$ cat src/tng_pkg.sv
// ----------------------------------------------------------------------------
// tng_pkg: shared types and constants of the name generator
// Request and result payloads, component constants and the symbol alphabet.
// ----------------------------------------------------------------------------
package tng_pkg;

   localparam int unsigned WORD_W  = 32;
   localparam int unsigned CHAR_W  = 7;
   localparam int unsigned DIGIT_W = 5;
   localparam int unsigned N_COMP  = 4;
   localparam int unsigned N_CHAR  = 6;

   typedef enum logic {
      REQ_SEED     = 1'b0,
      REQ_GENERATE = 1'b1
   } tng_kind_type;

   typedef struct packed {
      tng_kind_type        req_type;
      logic [WORD_W-1:0]   seed_time;
   } tng_req_type;

   typedef struct packed {
      logic [WORD_W-1:0]   rand_word;
      logic [CHAR_W-1:0]   char_0;
      logic [CHAR_W-1:0]   char_1;
      logic [CHAR_W-1:0]   char_2;
      logic [CHAR_W-1:0]   char_3;
      logic [CHAR_W-1:0]   char_4;
      logic [CHAR_W-1:0]   char_5;
   } tng_rsp_type;

   typedef logic [N_COMP-1:0][WORD_W-1:0] tng_state_type;

   // Per-component step constants.
   localparam logic [WORD_W-1:0] KEEP_MASK [N_COMP] =
      '{32'hFFFF_FFFE, 32'hFFFF_FFF8, 32'hFFFF_FFF0, 32'hFFFF_FF80};
   localparam logic [4:0] SHIFT_KEEP [N_COMP] = '{5'd18, 5'd2, 5'd7, 5'd13};
   localparam logic [4:0] SHIFT_FB   [N_COMP] = '{5'd6, 5'd2, 5'd13, 5'd3};
   localparam logic [4:0] SHIFT_OUT  [N_COMP] = '{5'd13, 5'd27, 5'd21, 5'd12};

   // Seed constants.
   localparam logic [WORD_W-1:0] SEED_KEY [N_COMP] =
      '{32'd2421089565, 32'd3453830001, 32'd1437919543, 32'd1406684125};
   localparam logic [WORD_W-1:0] FLOOR_VAL [N_COMP] =
      '{32'd1, 32'd7, 32'd15, 32'd127};

   // "0123456789ABCDEFGHJKMNPQRSTUVWYZ" as ASCII codes.
   localparam logic [CHAR_W-1:0] ALPHABET [2**DIGIT_W] = '{
      7'd48, 7'd49, 7'd50, 7'd51, 7'd52, 7'd53, 7'd54, 7'd55,
      7'd56, 7'd57, 7'd65, 7'd66, 7'd67, 7'd68, 7'd69, 7'd70,
      7'd71, 7'd72, 7'd74, 7'd75, 7'd77, 7'd78, 7'd80, 7'd81,
      7'd82, 7'd83, 7'd84, 7'd85, 7'd86, 7'd87, 7'd89, 7'd90
   };

endpackage

$ cat src/tng_advance.sv
// ----------------------------------------------------------------------------
// tng_advance: next-state logic of the four generator components
// Seed perturbation or one Tausworthe step per component, plus the XOR word.
// ----------------------------------------------------------------------------
module tng_advance
   import tng_pkg::*;
(
   input  tng_state_type       state,
   input  tng_req_type         req,
   output tng_state_type       state_next,
   output logic [WORD_W-1:0]   rand_word
);

   tng_state_type stepped;
   tng_state_type seeded;

   for (genvar c = 0; c < N_COMP; c++) begin : g_comp
      logic [WORD_W-1:0] kept;
      logic [WORD_W-1:0] fb;
      logic [WORD_W-1:0] sum;

      always_comb begin
         kept = (state[c] & KEEP_MASK[c]) << SHIFT_KEEP[c];
         fb   = ((state[c] << SHIFT_FB[c]) ^ state[c]) >> SHIFT_OUT[c];
         stepped[c] = kept ^ fb;

         // wrap the add, then lift a word below its floor
         sum = state[c] + (req.seed_time ^ SEED_KEY[c]);
         if (sum < FLOOR_VAL[c]) begin
            seeded[c] = sum + FLOOR_VAL[c];
         end else begin
            seeded[c] = sum;
         end
      end
   end

   assign state_next = (req.req_type == REQ_GENERATE) ? stepped : seeded;
   assign rand_word  = stepped[0] ^ stepped[1] ^ stepped[2] ^ stepped[3];

endmodule

$ cat src/tng_encode.sv
// ----------------------------------------------------------------------------
// tng_encode: name character encoder
// Look up six 5-bit digits of the word, least significant first.
// ----------------------------------------------------------------------------
module tng_encode
   import tng_pkg::*;
(
   input  logic [WORD_W-1:0]   rand_word,
   output tng_rsp_type         rsp
);

   logic [N_CHAR-1:0][CHAR_W-1:0] chars;

   for (genvar i = 0; i < N_CHAR; i++) begin : g_char
      assign chars[i] = ALPHABET[rand_word[i*DIGIT_W +: DIGIT_W]];
   end

   always_comb begin
      rsp.rand_word = rand_word;
      rsp.char_0    = chars[0];
      rsp.char_1    = chars[1];
      rsp.char_2    = chars[2];
      rsp.char_3    = chars[3];
      rsp.char_4    = chars[4];
      rsp.char_5    = chars[5];
   end

endmodule

$ cat src/tausworthe_name_generator_core.sv
// ----------------------------------------------------------------------------
// tausworthe_name_generator_core: combined LFSR113 generator with name encoder
// Seed and generate requests in, random word and six name characters out.
// ----------------------------------------------------------------------------
// The block holds the four 32-bit components of a combined four-component
// Tausworthe generator. A seed request adds its time value, XORed with a
// per-component key, into each component and lifts any component below its
// floor (1, 7, 15, 127); it returns nothing. A generate request advances all
// four components one step and returns their XOR together with six ASCII
// name characters, one per 5-bit digit taken from the low end. Components
// reset to zero, so software must seed before generating; until then every
// result is zero with all characters '0'. A request is taken every clock
// while the output register is empty or being drained; the component update
// and character lookup complete in the cycle of the request, and the result
// sits in one output register, refilled in the same cycle it is taken.
module tausworthe_name_generator_core
   import tng_pkg::*;
(
   input  logic          clock,
   input  logic          reset,
   input  logic          req_valid,
   output logic          req_ready,
   input  tng_req_type   req_data,
   output logic          rsp_valid,
   input  logic          rsp_ready,
   output tng_rsp_type   rsp_data
);

   tng_state_type       state_ff;
   tng_state_type       state_in;
   logic                rsp_valid_ff;
   logic                rsp_valid_in;
   tng_rsp_type         rsp_ff;
   tng_rsp_type         rsp_in;
   logic [WORD_W-1:0]   word;
   logic                req_fire;
   logic                gen_fire;

   // Next component values and the XOR word for the current request.
   tng_advance u_advance (
      .state      (state_ff),
      .req        (req_data),
      .state_next (state_in),
      .rand_word  (word)
   );

   // Character lookup on the fresh word.
   tng_encode u_encode (
      .rand_word (word),
      .rsp       (rsp_in)
   );

   // Accept whenever the output register is empty or being drained.
   assign req_ready = !rsp_valid_ff || rsp_ready;
   assign req_fire  = req_valid && req_ready;
   assign gen_fire  = req_fire && (req_data.req_type == REQ_GENERATE);

   always_comb begin
      rsp_valid_in = rsp_valid_ff;
      if (rsp_valid_ff && rsp_ready) begin
         rsp_valid_in = 1'b0;
      end
      if (gen_fire) begin
         rsp_valid_in = 1'b1;
      end
   end

   // Components: clear on reset, update on every accepted request.
   always_ff @(posedge clock) begin
      if (reset) begin
         state_ff     <= '0;
         rsp_valid_ff <= 1'b0;
      end else begin
         rsp_valid_ff <= rsp_valid_in;
         if (req_fire) begin
            state_ff <= state_in;
         end
      end
   end

   // Result payload: load only on a generate request.
   always_ff @(posedge clock) begin
      if (gen_fire) begin
         rsp_ff <= rsp_in;
      end
   end

   assign rsp_valid = rsp_valid_ff;
   assign rsp_data  = rsp_ff;

endmodule

$ cat config.mk
export PLATFORM = sky130hd
export DESIGN_NAME = tausworthe_name_generator_core
export DESIGN_NICKNAME = d
export VERILOG_FILES = /design/src/tng_pkg.sv /design/src/tng_advance.sv /design/src/tng_encode.sv /design/src/tausworthe_name_generator_core.sv
export SDC_FILE = /design/constraint.sdc
export NUM_CORES = 1
export LEC_CHECK = 0
export BUFFER_PORTS_ARGS = -buffer_cell sky130_fd_sc_hd__buf_4
export CAP_MARGIN = 20
export CELL_PAD_IN_SITES_DETAIL_PLACEMENT = 0
export CELL_PAD_IN_SITES_GLOBAL_PLACEMENT = 1
export CORE_MARGIN = 3
export CORE_UTILIZATION = 42
export CTS_BUF_LIST = sky130_fd_sc_hd__clkbuf_16
export DETAILED_ROUTE_END_ITERATION = 12
export PLACE_DENSITY_LB_ADDON = 0.3
export SKIP_CTS_REPAIR_TIMING = 1
export SLEW_MARGIN = 40
export SYNTH_ARGS = -nofsm -noshare
export SYNTH_HDL_FRONTEND = slang
export SYNTH_SLANG_ARGS = --single-unit
$ cat constraint.sdc
create_clock -name clock -period 4 [get_ports clock]
set_input_delay 0.2 -clock clock [delete_from_list [all_inputs] [get_ports clock]]
set_output_delay 0.2 -clock clock [all_outputs]
set_load 0.005 [all_outputs]
======== Yosys cells after proc, flatten, opt, wreduce, memory -nomap -nowiden ========
Memories as Yosys holds them, arrays and structs flattened. A register that Yosys moved wholly into a read port is not among the register bits.
Cells that the tools add are included.
word-level totals
  bits in latches ......................... 0
  output and inout port bits .............. 76
  memory bits (read-only) ................. 1344
  word-level logic and storage cells ...... 58
  input bits .............................. 37
  register bits after elaboration ......... 161
  bits in writable memories ............... 0
  memories kept ........................... 6
memories
  memory           depth  bits a word  rd ports  clocked after Yosys merged registers in  write ports  line              RTL
  (no name shown)  32     7            1         1                                        0            tng_encode.sv:15  assign chars[i] = ALPHABET[rand_word[i*DIGIT_W +: DIGIT_W]];
  (no name shown)  32     7            1         1                                        0            tng_encode.sv:15
  (no name shown)  32     7            1         1                                        0            tng_encode.sv:15
  (no name shown)  32     7            1         1                                        0            tng_encode.sv:15
  (no name shown)  32     7            1         1                                        0            tng_encode.sv:15
  (no name shown)  32     7            1         1                                        0            tng_encode.sv:15
operators by class
  reductions and logical operators ........ 6
  equal/unequal tests ..................... 0
  multiply operators ...................... 0
  shifts and indexed selects .............. 0
  div/mod/pow operators ................... 0
  magnitude comparators ................... 4
  $add $sub $neg .......................... 8
  bitwise logic cells ..................... 21
  multiplexer cells ....................... 7
operators with widths
  operator                                                                        number
  32-bit XOR                                                                      7
  32-bit adder                                                                    4
  128-bit two-way mux                                                             1
  32-bit two-way mux                                                              4
  18-bit NOT                                                                      3
  5-bit NOT with 6-bit output                                                     6
  32-bit by 1-bit adder with 32-bit output (second input constant)                1
  32-bit by 3-bit adder with 32-bit output (second input constant)                1
  32-bit by 4-bit adder with 32-bit output (second input constant)                1
  32-bit by 7-bit adder with 32-bit output (second input constant)                1
  32-bit by 1-bit less-than comparator with 1-bit output (second input constant)  1
  32-bit by 3-bit less-than comparator with 1-bit output (second input constant)  1
  32-bit by 4-bit less-than comparator with 1-bit output (second input constant)  1
  32-bit by 7-bit less-than comparator with 1-bit output (second input constant)  1
  32-bit by 11-bit XOR with 32-bit output                                         1
  32-bit by 19-bit XOR with 32-bit output                                         1
  32-bit by 20-bit XOR with 32-bit output                                         1
  32-bit by 5-bit XOR with 32-bit output                                          1
  15-bit NOT                                                                      1
  1-bit logical AND                                                               3
  1-bit two-way mux                                                               2
  2-bit nonzero test                                                              1
  1-bit logical NOT                                                               1
  1-bit logical OR                                                                1

======== Depth between registers and ports, before layout ========
Gate-level depths: netlist (run 1).
  word-level depth ........................ 6
  depth in mapped cells ................... 15
  depth with buffers taken out ............ 15

======== By module ========
From an unflattened synthesis (run 1), not the netlist that was laid out.
unflattened totals
  cell total of the unflattened synthesis .. 2636
  area, all modules ....................... 21617.0 um^2
by module, submodules not included
  module                          sequential area each (um^2)  times used  area an instance (um^2)  cells each
  tng_advance                     0.0                          1           11277.1                  1674
  tausworthe_name_generator_core  4804.6                       1           8135.3                   663
  tng_encode                      0.0                          1           2204.6                   299

======== Worst setup path after synthesis (run 1) ========
Ideal clock, no wire load.
  kind .................................... reg2reg
  start point ............................. register state_ff[64] (netlist name)
  end point ............................... register state_ff[65] (netlist name)
  path buffers ............................ 0
  arrival ................................. 3394 ps
  library setup time ...................... 71 ps
  required time ........................... 3929 ps
  path slack .............................. 535 ps
  clock period less this slack ............ 3465 ps
  stages on the path, launching flop included .. 14
  cells stage by stage .................... dfxtp_1 ha_1 fa_1 a211oi_2 o21ai_1 a22o_1 o41a_1 o21a_1 a311o_1 a31oi_4 xnor2_2 nor3_4 mux2i_1 o2bb2ai_1
on the way
  longest elaborated chain between the ends .. 4
  elaborated cells between the ends (all ways) .. 5
  classes of those cells .................. add/sub (2); order compare (1); mux (2)
RTL lines
  what                                                                                                                       line                                  RTL
  from (decl)                                                                                                                tausworthe_name_generator_core.sv:29  tng_state_type state_ff;
  from (signal assigned)                                                                                                     tausworthe_name_generator_core.sv:76  state_ff <= state_in;
  32-bit adder *                                                                                                             tng_advance.sv:28                     sum = state[c] + (req.seed_time ^ SEED_KEY[c]);
  32-bit by 4-bit adder with 32-bit output / 32-bit by 4-bit less-than comparator with 1-bit output (equally long branches)  tng_advance.sv:30, tng_advance.sv:29
  32-bit two-way mux *                                                                                                       tng_advance.sv:29                     if (sum < FLOOR_VAL[c]) begin
  128-bit two-way mux *                                                                                                      tng_advance.sv:37                     assign state_next = (req.req_type == REQ_GENERATE) ? stepped : seeded;
Mark *: on every way between the ends. The rest lies on a longest branch, timed or not.
A chain may end at the register's enable or synchronous reset.

======== Worst setup path after layout (run 1) ========
  start point ............................. register state_ff[39] (netlist name)
  end point ............................... register state_ff[32] (netlist name)
on the way
  longest elaborated chain between the ends .. 4
RTL lines
  what                                                    line
  32-bit adder                                            tng_advance.sv:28
  32-bit by 3-bit less-than comparator with 1-bit output  tng_advance.sv:29
  32-bit two-way mux                                      tng_advance.sv:29
  128-bit two-way mux                                     tng_advance.sv:37
No other way between the ends.

==> parameters.txt, run 1 <==
Parameter                              Value

Run status
  Result of the run ... finished clean

STA
  Maximum clock frequency ... 0.257 GHz
  Hold WS ... roughly 0.015 ns
  Minimum setup slack in the final design ... 0.115 ns
  Final hold violations ... 0
  Slew HR ... 0.433
  Final worst path period need ... 3.89 ns
  Final worst clock skew ... around 0.03 ns
  Share of the cycle needed by the critical path after routing ... 0.971
  Setup violations, final ... 0
  Count of pins over their slew limit ... 0
  Least-Margin Pin Slew ... 0.845 ns

Logic synthesis
  Top flip-flop cell by instance count after synthesis ... dfxtp_1
  Gate Count Post-Synth ... between 2000 and 2500
  Number of flops mapped to enable cells by yosys ... 74
  Synthesized net count ... ~2600
  Number of distinct library cells after synthesis ... 89
  Share of the yosys chip area belonging to registers ... 0.252
  Post-synth design cell area ... 0.0191 mm^2
  Number of synthesized register bits ... slightly above 200
  Mean instance size in the synthesized netlist ... 7.96 um^2
  Count of synthesis-stage warnings from yosys ... 0
  Yosys top cell area share ... 0.135
  Leading cell types by total area after synthesis ... dfxtp_1, edfxtp_1, ha_1
  Fraction of synthesis flops using an asynchronous set or reset pin ... 0
  Yosys top cell by area ... dfxtp_1

Die
  I/O pin total ... 113
  Overall die height ... 219 um
  Initial core utilization ... 0.428
  Core area ... 0.0446 mm^2
  Horizontal die dimension ... roughly 220 um
  Full die area ... just under 0.05 mm^2
  Row count ... 77

Critical path
  Worst EP required ... between 4 and 5 ns
  Arrival time of the worst setup path ... between 4 and 5 ns
  Worst-path maximum fanout ... 5
  Startpoint class of the critical path ... flip-flop
  Sort of element at the end of the critical path ... flip-flop
  Crit Path Category ... reg -> reg

Worst hold path
  Worst hold path class ... in -> reg

Drt
  DRC violations left ... 0
  DR iter-0 viols ... 1709
  Detailed-route via count ... roughly 19000
  Final routed wire length divided by cell count ... 23.0 um
  Vias per Instance ... between 6 and 7
  Detailed-routing iteration count for the pre-antenna-repair pass ... 6
  DRT Wirelength ... 72400 um
  Post-route ant nets ... 0

Place
  Area of placed instances ... 0.0213 mm^2
  Final HPWL DP ... around 57000 um
  Weighted congestion at the end of routability-driven global placement ... 0.997
  Count of input and output buffers ... ~110
  Worst setup timing slack at the placement stage ... -0.378 ns
  Placed Cells ... 3103

Clocking
  Clock sinks ... 203
  Clock Root Buffer ... clkbuf_16
  Deepest clock path buffer count ... 3
  Number of buffers inserted during clock tree synthesis ... 26
  Clock input transition at the sequential cells of the worst setup and hold paths ... 0.06 ns
  TritonCTS clock tree ... built
  H-Tree Level Count ... 1
  Latest clock arrival within the worst-skew pair ... 0.57 ns

Global routing
  Vias in the first global route ... 17800
  Largest net degree at the start of global routing ... between 150 and 200
  Initial antenna violation count ... 2
  Global route overflow ... 0
  GRT Overall Usage ... 0.293
  Global-route wire length before repair ... 108000 um

Power
  Power per cell area ... 504 mW/mm^2
  Total leakage power ... 9.40 nW
  IR Drop Worst-Case VDD ... 0.000307 V

Job
  Max Cap Viol ... 0

Layout
  Final cell count without fillers ... 3156
  Proportion of layout cells with a drive suffix above 1 ... 0.139
  Fill cell instance count of the final layout ... between 4000 and 5000
  Net count of the finished layout ... 2756
  Final cell area excluding filler cells ... 0.0223 mm^2
  P&R area growth vs syn ... 16.8%
-- synth_stat cells (24+ instances only) --
library cell  count
mux2i_1          38
nand3_1          44
clkbuf_1        111
o21ai_1          31
edfxtp_1         74
ha_1            174
a21oi_1         193
nor2_1          218
inv_1            94
o211ai_1         58
dfxtp_1         129
a211oi_1         46
a21o_1           47
nor3_1           56
and3_1           24
nand2_1         244
xnor2_1         172
nand4_1          29
o21ai_0         125
a31oi_1          27
a311oi_1         27
xor2_1           86
-- metrics by stage --
step	power [mW]	util	setup TNS [ns]
5_1_grt	12.0	0.500	-0.0294
4_1_cts	11.2	0.497	-0.371
3_5_place_dp	8.61	0.477	-1.74
3_3_place_gp	8.48	0.476	-1.16
6_report	11.2	0.500	0
2_1_floorplan	6.70	-	0
-- layer usage --
metal	up-vias	GRT usage	share of wire
met5	-	0	0
met4	0	0.143	0.055
met3	171	0.0666	0.084
met2	775	0.449	0.43
met1	9073	0.388	0.43
li1	9087	-	-
-- worst paths after layout --
| kind | startpoint | end | slack (ns) | depth (start not counted) |
|---|---|---|---|---|
| worst max-delay path | state_ff[39] | state_ff[32] | 0.11 | 14 |
| worst min-delay path | reset | state_ff[76] | 0.01 | 2 |
| worst max register to register | state_ff[39] | state_ff[32] | 0.11 | 14 |
| worst min register to register | state_ff[63] | state_ff[63] | 0.50 | 2 |
-- cell usage in the layout, fill, tap and decap left out, drive strengths merged, types with 12 or more instances in the layout --
cell type	count
or3	17
a31oi	28
edfxtp	74
ha	174
nor4	15
nand2b	13
buf	243
xor2	86
nand4	29
a211oi	51
a311oi	27
inv	98
nor2	218
nor3	58
and3	24
a21o	47
xnor2	173
o31ai	16
and2	21
o21ai	156
dfxtp	129
nand2	244
o21bai	12
o22ai	16
clkinv	13
a21oi	193
o21a	18
clkbuf	26
a211o	13
nand3	44
mux2i	38
o211ai	58
nor2b	12
-- state kept, by name (all words and copies together) (netlist names) --
name / count
rsp_data: 74
rsp_valid: 1
state_ff: 128
-- area by class of cell --
cell class                 count  area [um^2]  area share
multi-input combinational   1970        13600       0.610
sequential                   203         4800       0.215
timing repair buffer         243         1890      0.0846
tap                          592          741      0.0332
clock buffer                  26          651      0.0292
inverter                      97          364      0.0163
clock inverter                22          248      0.0111
antenna                        3         7.51    0.000337
-- where the power goes --
| part | total [mW] | internal (mW) | switching [mW] |
|---|---|---|---|
| sequential | 2.84 | 2.63 | 0.218 |
| clock | 2.52 | 1.51 | 1.01 |
| combinational | 5.87 | 2.35 | 3.52 |
| total | 11.2 | 6.48 | 4.75 |
-- logic make-up (layout without fill, tap and decap cells) --
group                      count (synthesis)  after routing  share of synthesized area
AOI/OAI and AO/OA                        747            747                      0.259
and+or+nand+nor                          737            737                      0.179
buffers and inverters                    226            388                     0.0455
xor gates and xnor gates                 259            259                      0.119
other                                      0              3                          0
adders and majority gates                180            180                      0.119
muxes                                     47             47                     0.0270
DFF                                      203            203                      0.252
-- worst max-delay path, cell delays in order (launching register included) --
cell and delay [ns]:
dfxtp_1 0.44, ha_1 0.33, and3_1 0.26, a31o_1 0.28, a211oi_4 0.35, o21ai_1 0.18
a31oi_2 0.27, a21oi_1 0.18, mux2i_1 0.19, nor4b_2 0.47, buf_4 0.19, nand4b_1 0.16
buf_4 0.21, xnor2_1 0.14, o22ai_1 0.10
(Power assumes the default switching activity.)
==> run 2, diff against run 1 <==
--- a/config.mk
+++ b/config.mk
@@ -18,4 +18,5 @@
 export SLEW_MARGIN = 40
 export SYNTH_ARGS = -nofsm -noshare
 export SYNTH_HDL_FRONTEND = slang
+export SYNTH_HIERARCHICAL = 1
 export SYNTH_SLANG_ARGS = --single-unit
==> parameters.txt, run 2 <==
Parameter                              Value

Power
  IR Drop Worst-Case VDD ... 0.000276 V (was 0.000307 V)
  Power share of the sequential group ... 0.243 (was 0.253)
  Gate power share ... 0.531 (was 0.523)
  Power per cell area ... 427 mW/mm^2 (was 504 mW/mm^2)
  Total leakage power ... 11.2 nW (was 9.40 nW)
  Internal power contribution ... 6.68 mW (was 6.48 mW)
  Switching fraction of total power ... 0.406 (was 0.423)
  Net switching power ... 4.55 mW (was 4.75 mW)
  Clock network fraction of total power ... 0.227 (was 0.224)

Layout
  Final cell area excluding filler cells ... 0.0263 mm^2 (was 0.0223 mm^2)
  Proportion of layout cells with a drive suffix above 1 ... 0.246 (was 0.139)
  Final design utilization ... 0.521 (was 0.500)
  Fill cell instance count of the final layout ... 4860 (was 4367)
  Largest register by flop count ... state_ff (unchanged)
  Net count of the finished layout ... 3149 (was 2756)
  Sequential cell area in the final layout ... 0.00481 mm^2 (was 0.00480 mm^2)
  P&R area growth vs syn ... 21.6% (was 16.8%)
  Most frequent standard cell in the layout excluding fill and tap cells ... buf_4 (was nand2_1)
  Flip-flop count of the largest register, all copies and words added ... 128 (unchanged)
  Top library cells by usage in the layout, fill and taps aside ... buf_4, nand2_1, ha_1 (was nand2_1, buf_4, nor2_1)
  Area of combinational cells with multiple inputs ... 0.0157 mm^2 (was 0.0136 mm^2)

Drt
  Post-route ant nets ... 0 (unchanged)
  Detailed-routing iteration count for the pre-antenna-repair pass ... 6 (unchanged)
  DRT Wirelength ... 85600 um (was 72400 um)
  Final routed wire length divided by cell count ... 23.6 um (was 23.0 um)
  DRC violations left ... 0 (unchanged)
  Detailed-route via count ... 21600 (was 19100)
  DR iter-0 viols ... 2118 (was 1709)
  Vias per Instance ... 5.95 (was 6.05)

Global routing
  Global-route wire length before repair ... 125000 um (was 108000 um)
  Vias in the first global route ... 20200 (was 17800)
  GRT Overall Usage ... 0.303 (was 0.293)
  Global route overflow ... 0 (unchanged)
  Largest net degree at the start of global routing ... 258 (was 184)
  Initial antenna violation count ... 1 (was 2)

STA
  Final hold violations ... 0 (unchanged)
  Share of the cycle needed by the critical path after routing ... 1.00 (was 0.971)
  Slew HR ... 0.482 (was 0.433)
  Count of pins over their slew limit ... 0 (unchanged)
  Maximum clock frequency ... 0.250 GHz (was 0.257 GHz)
  Hold WS ... 0.153 ns (was 0.0146 ns)
  Setup violations, final ... 1 (was 0)
  Final worst clock skew ... 0.0155 ns (was 0.0307 ns)
  Minimum setup slack in the final design ... -0.00263 ns (was 0.115 ns)
  Least-Margin Pin Slew ... 0.771 ns (was 0.845 ns)
  Setup repair after global routing missed its margin ... true
  Final worst path period need ... 4.00 ns (was 3.89 ns)

Logic synthesis
  Top flip-flop cell by instance count after synthesis ... dfxtp_1 (unchanged)
  Share of the yosys chip area belonging to registers ... 0.222 (was 0.252)
  Leading cell types by total area after synthesis ... dfxtp_1, ha_1, edfxtp_1 (was dfxtp_1, edfxtp_1, ha_1)
  Yosys top cell by area ... dfxtp_1 (unchanged)
  Number of synthesized register bits ... 203 (unchanged)
  Number of flops mapped to enable cells by yosys ... 74 (unchanged)
  Synthesized net count ... 2857 (was 2614)
  Post-synth design cell area ... 0.0216 mm^2 (was 0.0191 mm^2)
  Mean instance size in the synthesized netlist ... 8.20 um^2 (was 7.96 um^2)
  Yosys top cell area share ... 0.119 (was 0.135)
  Number of distinct library cells after synthesis ... 103 (was 89)
  Cell types with the highest counts after synthesis ... nand2_1, ha_1, a21oi_1 (was nand2_1, nor2_1, a21oi_1)
  Count of synthesis-stage warnings from yosys ... 6 (was 0)
  Most common cell in the synthesized netlist ... nand2_1 (unchanged)
  Fraction of synthesis flops using an asynchronous set or reset pin ... 0 (unchanged)
  Gate Count Post-Synth ... 2636 (was 2399)

Clocking
  Clock sinks ... 203 (unchanged)
  Clock input transition at the sequential cells of the worst setup and hold paths ... 0.07 ns (was 0.06 ns)
  Latest clock arrival within the worst-skew pair ... 0.57 ns (about the same)
  Clock Root Buffer ... clkbuf_16 (unchanged)
  Deepest clock path buffer count ... 3 (unchanged)
  Number of buffers inserted during clock tree synthesis ... 26 (unchanged)
  TritonCTS clock tree ... built (unchanged)
  H-Tree Level Count ... 1 (unchanged)

Critical path
  Crit path cell chain ... ha_4 -> or2_2 -> o211ai_2 -> buf_4 -> a21boi_2 -> o31ai_2 -> nand4_1 -> or4b_4 -> nor4b_4 -> nand4_1 -> nor4_4 -> buf_4 -> nor3_2 -> a211oi_2 -> nand4b_1 -> o21ai_2 (was ha_1 -> and3_1 -> a31o_1 -> a211oi_4 -> o21ai_1 -> a31oi_2 -> a21oi_1 -> mux2i_1 -> nor4b_2 -> buf_4 -> nand4b_1 -> buf_4 -> xnor2_1 -> o22ai_1)
  Slowest-stage cell, CP ... or4b_4 (was nor4b_2)
  Crit Path Category ... reg -> reg (unchanged)
  Startpoint class of the critical path ... flip-flop (unchanged)
  Worst EP required ... 4.48 ns (was 4.41 ns)
  Worst-path maximum fanout ... 4 (was 5)
  Sort of element at the end of the critical path ... flip-flop (unchanged)
  Arrival time of the worst setup path ... 4.48 ns (was 4.30 ns)
  Slowest stage delay, CP ... 0.58 ns (was 0.47 ns)

Die
  Initial core utilization ... 0.428 (about the same)
  Horizontal die dimension ... 233 um (was 219 um)
  Full die area ... 0.0542 mm^2 (was 0.0481 mm^2)
  Core area ... 0.0505 mm^2 (was 0.0446 mm^2)
  Overall die height ... 233 um (was 219 um)
  I/O pin total ... 113 (unchanged)
  Row count ... 82 (was 77)

Place
  Count of input and output buffers ... 112 (unchanged)
  Area of placed instances ... 0.0249 mm^2 (was 0.0213 mm^2)
  Weighted congestion at the end of routability-driven global placement ... 1.01 (was 0.997)
  Final HPWL DP ... 66200 um (was 57200 um)

Job
  Max Cap Viol ... 0 (unchanged)

Run status
  Result of the run ... finished with violations (was finished clean)
  Violations in the final reports ... setup timing

Worst hold path
  Worst hold path class ... in -> reg (unchanged)
-- run 2: cell count changes in the layout (fill, tap and decap cells not counted), sizes merged, moves of 29 or more --
cell | previous run | this run
buf | 243 | 455
nand2b | 13 | 151
nor3 | 58 | 29
o21ai | 156 | 296
nand4b | 3 | 129
nor2 | 218 | 118
-- run 2: cell families after synthesis --
| group | after synthesis | share of synthesized area |
|---|---|---|
| mux | 44 | 0.0255 |
| fa+ha+maj | 184 | 0.108 |
| xor+xnor | 258 | 0.107 |
| compound gates | 747 | 0.234 |
| simple gates | 898 | 0.237 |
| flops | 203 | 0.222 |
| buf+inv | 302 | 0.0671 |
-- run 2: area by class of cell --
cell class | count | area share
Antenna cell | 1 | 0.0000952
Timing Repair Buffer | 455 | 0.136
Inverter | 110 | 0.0158
Multi-Input combinational cell | 2132 | 0.599
Sequential cell | 203 | 0.183
Tap cell | 672 | 0.0320
Clock inverter | 21 | 0.00880
Clock buffer | 27 | 0.0257
-- run 2: final timing paths --
| kind | start | endpoint | slack, ns | cells past startpoint |
|---|---|---|---|---|
| setup reg to reg | state_ff[3] | state_ff[1] | -0.003 | 16 |
| hold / removal | req_data[32] | rsp_valid | 0.15 | 3 |
| hold reg to reg | state_ff[101] | state_ff[101] | 0.47 | 2 |
| setup / recovery | state_ff[3] | state_ff[1] | -0.003 | 16 |
-- run 2: critical path, delay by kind of cell (launching register included) --
family	cells	cell delay (ns)
AOI/OAI and AO/OA	5	0.73
adders and majority gates	1	0.25
buffers and inverters	2	0.38
DFF	1	0.33
and+or+nand+nor	8	2.22
-- run 2: routing by layer --
metal	share of wire	global-route usage	wire, um
met1	0.44	0.414	37300
met2	0.43	0.464	36700
met3	0.073	0.0446	6240
met4	0.063	0.156	5350
met5	0.00022	0	19
-- run 2: stage by stage --
| stage | TNS, ns | cells | total power [mW] | setup slack, ns |
|---|---|---|---|---|
| 2_1_floorplan | 0 | 2636 | 6.57 | 0.260 |
| 3_3_place_gp | -1.60 | 3556 | 8.37 | -0.308 |
| 3_5_place_dp | -2.88 | 3557 | 8.50 | -0.442 |
| 4_1_cts | -1.01 | 3605 | 11.1 | -0.359 |
| 5_1_grt | -0.465 | 3620 | 11.9 | -0.119 |
| 6_report | -0.00263 | 3621 | 11.2 | -0.00263 |
-- run 2: power by group through the flow --
stage / logic (mW) / clock network, mW / registers, mW
floorplan: 3.79 / 0 / 2.78
global placement: 5.61 / 0 / 2.76
detailed placement: 5.73 / 0 / 2.77
CTS: 5.77 / 2.59 / 2.72
global route: 6.47 / 2.67 / 2.75
finish: 5.96 / 2.55 / 2.73
